[src/sv/ibars_pkg.sv]
// shared types, constants and register indexes for the imu bias / remap / scale block
package ibars_pkg;

  localparam int unsigned NUM_AXES    = 3;
  localparam int unsigned NUM_LANES   = 2 * NUM_AXES;
  localparam int unsigned AXIS_W      = 16;
  localparam int unsigned CORR_W      = AXIS_W + 1;
  localparam int unsigned GAIN_W      = 18;
  localparam int unsigned PROD_W      = 2 * GAIN_W;
  localparam int unsigned ENTRY_W     = 2;
  localparam int unsigned MAP_W       = NUM_AXES * NUM_AXES * ENTRY_W;
  localparam int unsigned BIAS_W      = NUM_AXES * AXIS_W;
  localparam int unsigned TDATA_IN_W  = (NUM_LANES + 1) * AXIS_W;
  localparam int unsigned TDATA_OUT_W = (NUM_LANES + 1) * AXIS_W;
  localparam int unsigned CFG_DATA_W  = 48;
  localparam int unsigned CFG_ADDR_W  = 3;

  // q16 unit conversion gains
  localparam logic signed [GAIN_W-1:0] ACCEL_GAIN = 18'sd106925;
  localparam logic signed [GAIN_W-1:0] GYRO_GAIN  = 18'sd58671;

  // reset values of the configuration registers
  localparam logic [MAP_W-1:0]  AXIS_MAP_RST = 18'd65732;
  localparam logic [AXIS_W-1:0] MIN_INT_RST  = 16'd1;
  localparam logic [AXIS_W-1:0] MAX_INT_RST  = 16'd100;

  // two-bit signed axis map entry codes
  localparam logic [ENTRY_W-1:0] MAP_ZERO = 2'b00;
  localparam logic [ENTRY_W-1:0] MAP_POS  = 2'b01;
  localparam logic [ENTRY_W-1:0] MAP_BAD  = 2'b10;
  localparam logic [ENTRY_W-1:0] MAP_NEG  = 2'b11;

  typedef enum logic [CFG_ADDR_W-1:0] {
    CFG_AXIS_MAP   = 3'd0,
    CFG_MAP_OK     = 3'd1,
    CFG_ACCEL_BIAS = 3'd2,
    CFG_GYRO_BIAS  = 3'd3,
    CFG_MIN_INT    = 3'd4,
    CFG_MAX_INT    = 3'd5
  } cfg_reg_e;

  typedef logic signed [AXIS_W-1:0] axis_t;
  typedef logic signed [CORR_W-1:0] corr_t;

  // per-lane register load strobes
  typedef struct packed {
    logic ld1;
    logic ld2;
  } lane_ctrl_t;

endpackage

[src/sv/imu_bias_axis_remap_scale_core.sv]
// top level of the imu bias correction, axis remap and unit scaling block
// One item carries a raw imu sample (three accel axes, three gyro axes and the
// sample interval). Six lanes work side by side, one per output axis: each
// subtracts the configured bias, takes its source axis through the signed
// permutation axis map, multiplies by the q16 unit gain, rounds to nearest and
// saturates to 16 bits. The merge stage packs the lanes into the output item
// and zeroes everything when the sample is rejected (map not approved, map
// not a proper rotation, or interval outside [min_interval, max_interval]);
// sample_ok travels on m_axis_tuser_o. The block takes one item per cycle
// while the output is not stalled, through three register stages: bias
// register, product register of the per-lane 18x18 multiplier, output
// register; an item enters the bias register at its accepting edge and then
// the product and output registers. Empty stages collapse, so a stalled
// output still lets new items enter until all three stages are full. The
// user must write configuration through cfg_we_i / cfg_addr_i / cfg_wdata_i
// only while no item is in flight (not enforced); there is no read-back.
module imu_bias_axis_remap_scale_core import ibars_pkg::*; (
  input  logic                   clk_i,
  input  logic                   rst_ni,
  // configuration write port
  input  logic                   cfg_we_i,
  input  logic [CFG_ADDR_W-1:0]  cfg_addr_i,
  input  logic [CFG_DATA_W-1:0]  cfg_wdata_i,
  // input items
  input  logic                   s_axis_tvalid_i,
  output logic                   s_axis_tready_o,
  // accel_x_in, accel_y_in, accel_z_in, rate_x_in, rate_y_in, rate_z_in, interval_in
  input  logic [TDATA_IN_W-1:0]  s_axis_tdata_i,
  // result items
  output logic                   m_axis_tvalid_o,
  input  logic                   m_axis_tready_i,
  // accel_x_out, accel_y_out, accel_z_out, rate_x_out, rate_y_out, rate_z_out, interval_out
  output logic [TDATA_OUT_W-1:0] m_axis_tdata_o,
  // sample_ok
  output logic [0:0]             m_axis_tuser_o
);

  // configuration registers
  logic [MAP_W-1:0]  axis_map_q;
  logic              map_approved_q;
  logic [BIAS_W-1:0] accel_bias_q, gyro_bias_q;
  logic [AXIS_W-1:0] min_int_q, max_int_q;

  always_ff @(posedge clk_i or negedge rst_ni) begin
    if (!rst_ni) begin
      axis_map_q     <= AXIS_MAP_RST;
      map_approved_q <= 1'b0;
      accel_bias_q   <= '0;
      gyro_bias_q    <= '0;
      min_int_q      <= MIN_INT_RST;
      max_int_q      <= MAX_INT_RST;
    end else if (cfg_we_i) begin
      unique case (cfg_reg_e'(cfg_addr_i))
        CFG_AXIS_MAP:   axis_map_q     <= cfg_wdata_i[MAP_W-1:0];
        CFG_MAP_OK:     map_approved_q <= cfg_wdata_i[0];
        CFG_ACCEL_BIAS: accel_bias_q   <= cfg_wdata_i[BIAS_W-1:0];
        CFG_GYRO_BIAS:  gyro_bias_q    <= cfg_wdata_i[BIAS_W-1:0];
        CFG_MIN_INT:    min_int_q      <= cfg_wdata_i[AXIS_W-1:0];
        CFG_MAX_INT:    max_int_q      <= cfg_wdata_i[AXIS_W-1:0];
        default: ;
      endcase
    end
  end

  // pipeline occupancy, each stage moves when the one after it has room
  logic v1_q, v2_q, vo_q;
  logic adv1, adv2, adv3;

  assign adv3 = !vo_q || m_axis_tready_i;
  assign adv2 = !v2_q || adv3;
  assign adv1 = !v1_q || adv2;

  assign s_axis_tready_o = adv1;

  always_ff @(posedge clk_i or negedge rst_ni) begin
    if (!rst_ni) begin
      v1_q <= 1'b0;
      v2_q <= 1'b0;
      vo_q <= 1'b0;
    end else begin
      if (adv1) v1_q <= s_axis_tvalid_i;
      if (adv2) v2_q <= v1_q;
      if (adv3) vo_q <= v2_q;
    end
  end

  lane_ctrl_t lane_ctrl;
  assign lane_ctrl.ld1 = adv1 && s_axis_tvalid_i;
  assign lane_ctrl.ld2 = adv2 && v1_q;

  // accept check, resolved at entry and carried with the item
  logic              ok_in;
  logic              ok1_q, ok2_q;
  logic [AXIS_W-1:0] dt1_q, dt2_q;

  ibars_gate u_gate (
    .axis_map_i     (axis_map_q),
    .map_approved_i (map_approved_q),
    .min_interval_i (min_int_q),
    .max_interval_i (max_int_q),
    .interval_i     (s_axis_tdata_i[AXIS_W*NUM_LANES +: AXIS_W]),
    .ok_o           (ok_in)
  );

  always_ff @(posedge clk_i) begin
    if (lane_ctrl.ld1) begin
      ok1_q <= ok_in;
      dt1_q <= s_axis_tdata_i[AXIS_W*NUM_LANES +: AXIS_W];
    end
    if (lane_ctrl.ld2) begin
      ok2_q <= ok1_q;
      dt2_q <= dt1_q;
    end
  end

  // lanes: accel axes first, then gyro axes
  corr_t accel_corr [NUM_AXES];
  corr_t gyro_corr  [NUM_AXES];
  axis_t lane_sat   [NUM_LANES];

  for (genvar r = 0; r < NUM_AXES; r++) begin : g_accel
    ibars_lane u_lane (
      .clk_i  (clk_i),
      .ctrl_i (lane_ctrl),
      .raw_i  (s_axis_tdata_i[AXIS_W*r +: AXIS_W]),
      .bias_i (accel_bias_q[AXIS_W*r +: AXIS_W]),
      .grp_i  (accel_corr),
      .row_i  (axis_map_q[NUM_AXES*ENTRY_W*r +: NUM_AXES*ENTRY_W]),
      .gain_i (ACCEL_GAIN),
      .corr_o (accel_corr[r]),
      .sat_o  (lane_sat[r])
    );
  end

  for (genvar r = 0; r < NUM_AXES; r++) begin : g_gyro
    ibars_lane u_lane (
      .clk_i  (clk_i),
      .ctrl_i (lane_ctrl),
      .raw_i  (s_axis_tdata_i[AXIS_W*(NUM_AXES+r) +: AXIS_W]),
      .bias_i (gyro_bias_q[AXIS_W*r +: AXIS_W]),
      .grp_i  (gyro_corr),
      .row_i  (axis_map_q[NUM_AXES*ENTRY_W*r +: NUM_AXES*ENTRY_W]),
      .gain_i (GYRO_GAIN),
      .corr_o (gyro_corr[r]),
      .sat_o  (lane_sat[NUM_AXES+r])
    );
  end

  // merge stage doubles as the output register
  ibars_merge u_merge (
    .clk_i      (clk_i),
    .ld_i       (adv3 && v2_q),
    .ok_i       (ok2_q),
    .interval_i (dt2_q),
    .sat_i      (lane_sat),
    .tdata_o    (m_axis_tdata_o),
    .ok_o       (m_axis_tuser_o[0])
  );

  assign m_axis_tvalid_o = vo_q;

endmodule

[src/sv/ibars_gate.sv]
// sample acceptance check: map approval, proper rotation test and interval window
module ibars_gate import ibars_pkg::*; (
  input  logic [MAP_W-1:0]  axis_map_i,
  input  logic              map_approved_i,
  input  logic [AXIS_W-1:0] min_interval_i,
  input  logic [AXIS_W-1:0] max_interval_i,
  input  logic [AXIS_W-1:0] interval_i,
  output logic              ok_o
);

  logic signed [1:0] m [NUM_AXES][NUM_AXES];
  logic              entries_ok;
  logic              counts_ok;
  logic signed [3:0] minor0, minor1, minor2;
  logic signed [4:0] det;
  logic              win_ok;

  always_comb begin
    entries_ok = 1'b1;
    for (int r = 0; r < NUM_AXES; r++) begin
      for (int c = 0; c < NUM_AXES; c++) begin
        m[r][c] = axis_map_i[ENTRY_W*(r*NUM_AXES+c) +: ENTRY_W];
        if (axis_map_i[ENTRY_W*(r*NUM_AXES+c) +: ENTRY_W] == MAP_BAD) begin
          entries_ok = 1'b0;
        end
      end
    end
  end

  // exactly one nonzero per row and per column
  always_comb begin
    logic [NUM_AXES-1:0] row_nz, col_nz;
    counts_ok = 1'b1;
    for (int r = 0; r < NUM_AXES; r++) begin
      for (int c = 0; c < NUM_AXES; c++) begin
        row_nz[c] = (m[r][c] != 2'sd0);
        col_nz[c] = (m[c][r] != 2'sd0);
      end
      if (!$onehot(row_nz) || !$onehot(col_nz)) begin
        counts_ok = 1'b0;
      end
    end
  end

  always_comb begin
    minor0 = 4'(m[1][1] * m[2][2]) - 4'(m[1][2] * m[2][1]);
    minor1 = 4'(m[1][0] * m[2][2]) - 4'(m[1][2] * m[2][0]);
    minor2 = 4'(m[1][0] * m[2][1]) - 4'(m[1][1] * m[2][0]);
    det    = 5'(m[0][0] * minor0) - 5'(m[0][1] * minor1) + 5'(m[0][2] * minor2);
  end

  assign win_ok = (interval_i >= min_interval_i) && (interval_i <= max_interval_i);
  assign ok_o   = map_approved_i && entries_ok && counts_ok && (det == 5'sd1) && win_ok;

endmodule

[src/sv/ibars_lane.sv]
// one output axis lane: bias subtract, axis select, gain multiply, round and saturate
module ibars_lane import ibars_pkg::*; (
  input  logic                        clk_i,
  input  lane_ctrl_t                  ctrl_i,
  input  axis_t                       raw_i,
  input  axis_t                       bias_i,
  input  corr_t                       grp_i [NUM_AXES],
  input  logic [NUM_AXES*ENTRY_W-1:0] row_i,
  input  logic signed [GAIN_W-1:0]    gain_i,
  output corr_t                       corr_o,
  output axis_t                       sat_o
);

  corr_t                      corr_q, corr_d;
  logic signed [GAIN_W-1:0]   sel;
  logic signed [PROD_W-1:0]   prod_q, prod_d;
  logic signed [PROD_W:0]     rnd;
  logic signed [PROD_W-16:0]  quo;

  assign corr_d = {raw_i[AXIS_W-1], raw_i} - {bias_i[AXIS_W-1], bias_i};

  // signed permutation row: pick the source axis with the nonzero entry
  always_comb begin
    sel = '0;
    for (int c = NUM_AXES - 1; c >= 0; c--) begin
      case (row_i[ENTRY_W*c +: ENTRY_W])
        MAP_POS: sel = GAIN_W'(grp_i[c]);
        MAP_NEG: sel = -GAIN_W'(grp_i[c]);
        default: ;
      endcase
    end
  end

  assign prod_d = sel * gain_i;

  always_ff @(posedge clk_i) begin
    if (ctrl_i.ld1) begin
      corr_q <= corr_d;
    end
    if (ctrl_i.ld2) begin
      prod_q <= prod_d;
    end
  end

  // floor((p + 2^15) / 2^16), then clamp to 16 bits
  assign rnd = {prod_q[PROD_W-1], prod_q} + (PROD_W+1)'(32768);
  assign quo = rnd[PROD_W:16];

  always_comb begin
    if (quo > (PROD_W-15)'(32767)) begin
      sat_o = 16'sh7FFF;
    end else if (quo < -(PROD_W-15)'(32768)) begin
      sat_o = 16'sh8000;
    end else begin
      sat_o = quo[AXIS_W-1:0];
    end
  end

  assign corr_o = corr_q;

endmodule

[src/sv/ibars_merge.sv]
// output register: packs the lane results and clears every field of a rejected item
module ibars_merge import ibars_pkg::*; (
  input  logic                   clk_i,
  input  logic                   ld_i,
  input  logic                   ok_i,
  input  logic [AXIS_W-1:0]      interval_i,
  input  axis_t                  sat_i [NUM_LANES],
  output logic [TDATA_OUT_W-1:0] tdata_o,
  output logic                   ok_o
);

  logic [TDATA_OUT_W-1:0] tdata_q, tdata_d;
  logic                   ok_q;

  always_comb begin
    tdata_d = '0;
    if (ok_i) begin
      for (int l = 0; l < NUM_LANES; l++) begin
        tdata_d[AXIS_W*l +: AXIS_W] = sat_i[l];
      end
      tdata_d[AXIS_W*NUM_LANES +: AXIS_W] = interval_i;
    end
  end

  always_ff @(posedge clk_i) begin
    if (ld_i) begin
      tdata_q <= tdata_d;
      ok_q    <= ok_i;
    end
  end

  assign tdata_o = tdata_q;
  assign ok_o    = ok_q;

endmodule

[config.mk]
export PLATFORM = sky130hd
export DESIGN_NAME = imu_bias_axis_remap_scale_core
export DESIGN_NICKNAME = d
export VERILOG_FILES = /design/src/sv/ibars_pkg.sv /design/src/sv/imu_bias_axis_remap_scale_core.sv /design/src/sv/ibars_gate.sv /design/src/sv/ibars_lane.sv /design/src/sv/ibars_merge.sv
export SDC_FILE = /design/constraint.sdc
export NUM_CORES = 2
export LEC_CHECK = 0
export BUFFER_PORTS_ARGS = -buffer_cell sky130_fd_sc_hd__buf_2
export CORE_UTILIZATION = 45
export CTS_CLUSTER_DIAMETER = 150
export CTS_CLUSTER_SIZE = 28
export DETAILED_ROUTE_END_ITERATION = 6
export GPL_TIMING_DRIVEN = 1
export HOLD_SLACK_MARGIN = 0.15
export SLEW_MARGIN = 20
export SYNTH_ARGS = -nofsm -noshare
export SYNTH_HDL_FRONTEND = slang
export SYNTH_SLANG_ARGS = --single-unit
[constraint.sdc]
create_clock -name clk_i -period 14.2 [get_ports clk_i]
set_clock_uncertainty 0.05 [all_clocks]
set_input_delay 2.84 -clock clk_i [delete_from_list [all_inputs] [get_ports clk_i]]
set_output_delay 2.84 -clock clk_i [all_outputs]
set_load 0.005 [all_outputs]
==> reports/qor.txt <==
Mapped cell area - 0.0699 mm²
RSZ-0062 raised after global routing - false
Setup ws final - 5120 ps
Remaining routing DRC violations - 0
Main flop type after synthesis - edfxtp_1
Setup TNS - 0 ps
Synth top area cells - fa_1 (21%), ha_1 (19%), edfxtp_1 (16%), inv_1 (8.7%), dfrtp_1 (5.1%)
Share of the synthesized area in the top cell type - 20.9%
DRT Wirelength - 182000 µm
Syn avg cell area - 9.56 µm²
Detailed Routing Iterations Pass 1 - 6
Routability Congestion - 1.01
CTS tree - done
Largest area contributor in the synthesized netlist - fa_1
Clk_lat worst skew - 690 ps
Synth cell types - 103
Hold Vio Cnt, Final - 0
Nets - 9435
Core Region - 0.154 mm²
Die Area - 0.157 mm²
Drt initial violations - 2984
Rows - 144
Initial antenna violation count - 7
Via count - 49700
Async set-reset flop share out of synthesis - 28.7%
Post-CTS sizing - 0
Synth Instances - 7311
Overall routing resource usage - 23.1%
Remaining global-route overflow - 0
Sequential area share after synthesis - 21.4%
Final cell count without fillers - 9547
Worst slack at placement - 5180 ps
Hold-fix buffers, CTS - 0
Via density - 5.20
Flops & latches, synth - 522
Worst min path class - reg -> reg
Slew Limit Fails - 0
TritonCTS Sinks - 522
Syn Nets - 9266
EDFF count, synth - 372
Cell total after placement - 9496
Crit Path Category - reg -> reg
Critical path required time - 14560 ps
Post-DR wirelength/cell - 19.0 µm
Critical Path AT - 9440 ps
Largest net degree at the start of global routing - 86
Synth Warn # - 0
H-Tree Depth - 1
Clock root cell - clkbuf_16
Port bufs - 282
Clk slew on worst S/H paths - 110 ps
Routed Antenna Nets - 0
Hold WS - 379 ps
Fraction of layout cells with a size suffix above 1 - 7.11%
Top-count cell post-synth - inv_1
CP Launch Type - flip-flop
Slew HR - 19.6%
Crit. End Element - flip-flop
Io pins - 283
Starting Density - 45.3%
Max incr delay on CP - 540 ps
Post-CTS setup buffer count - 0
Status - finished clean
DP HPWL - 153000 µm
FMAX - 0.110 GHz
Max-Cap Viols - 0
Vias in the first global route - 51100
Die Height - 396 µm
Slew @ Worst Pin - 1210 ps
Clock Tree Buf Depth - 3
CP max-delay cell - fa_1
Endpoints failing setup - 0
Num CTS Buffers - 26
Die width - 396 µm
Most instantiated cells after synthesis - inv_1 (1627), ha_1 (1059), fa_1 (728), nand2_1 (506), edfxtp_1 (372)
Post-layout min period - 9080 ps
Worst Path Max Fanout - 7
Area Overhead vs Synth - 6.53%
First-pass GRT wire length - 285000 µm
Tcrit/Tclk final - 64.0%
==> final timing paths <==
kind / start / end / slack [ps] / cells after the start
setup / recovery: g_gyro[1].u_lane.corr_o[0] / g_gyro[2].u_lane.prod_q[34] / 5120 / 29
hold / removal: dt1_q[3] / dt2_q[3] / 380 / 0
setup reg to reg: g_gyro[1].u_lane.corr_o[0] / g_gyro[2].u_lane.prod_q[34] / 5120 / 29
hold reg to reg: dt1_q[3] / dt2_q[3] / 380 / 0
max in group asynchronous: rst_ni / gyro_bias_q[10] / 10460 / 2
min in group asynchronous: rst_ni / gyro_bias_q[37] / 2200 / 1
==> cells by family (layout without fill, tap and decap cells) <==
family	Yosys count	count (layout)	share of synthesized area (%)
compound gates	1042	1042	9.56
xor+xnor	643	643	8.08
fa+ha+maj	1789	1789	39.9
buf+inv	1835	2024	9.97
flops	522	522	21.4
mux	131	131	2.02
other cells	0	3	0
simple gates	1349	1349	9.13
==> sequential cells by signal (all words and copies together), names as in the netlist, 16 cells and up <==
register	count
gyro_bias_q	48
accel_bias_q	48
min_int_q	16
g_accel.u_lane.corr_o	51
axis_map_q	18
g_gyro.u_lane.corr_o	51
dt1_q	16
g_accel.u_lane.prod_q	63
dt2_q	16
g_gyro.u_lane.prod_q	60
max_int_q	16
u_merge.tdata_o	112
==> cells in the final DEF (no fill, tap or decap), types with 230 or more instances in the layout <==
cell type / n
buf_2: 281
nor2_1: 288
nand2_1: 506
inv_1: 1627
xnor2_1: 368
fa_1: 728
ha_1: 1059
a21oi_1: 230
edfxtp_1: 372
o21ai_0: 310
xor2_1: 273
==> cell type report <==
type	count	area, µm²
clock buffers	38	706
fillers	14600	79600
diodes	3	7.51
multi-input cells	4954	48000
inverters	1632	6130
repair buffers	344	1880
clock inverters	10	168
well taps	2044	2560
flip-flops and latches	522	14900
==> layer usage <==
metal	vias up	track usage, %	wire length (µm)
met3	296	1.96	7860
met2	1120	38.8	85600
met1	24300	31.0	80400
met4	0	8.94	7820
met5	-	0	0
li1	24000	-	-
==> per-stage QoR <==
stage	area, µm²	util (%)
detailed placement	73500	47.7
CTS	74400	48.3
global route	74400	48.3
floorplan	69900	-
global placement	73500	47.7
finish	74400	48.3
==> critical path, delay by kind of cell (launching register included) <==
kind | cells | cell delay [ps]
flip-flops | 1 | 500
AND/OR/NAND/NOR | 5 | 1890
AO/OA/AOI/OAI | 11 | 2670
adder cells (fa/ha/maj) | 8 | 3250
buffers and inverters | 3 | 190
XOR/XNOR | 2 | 220
Power is left out: the tool's default activity adds up to more than one toggle a clock period on the data nets, which glitch-free logic cannot reach.
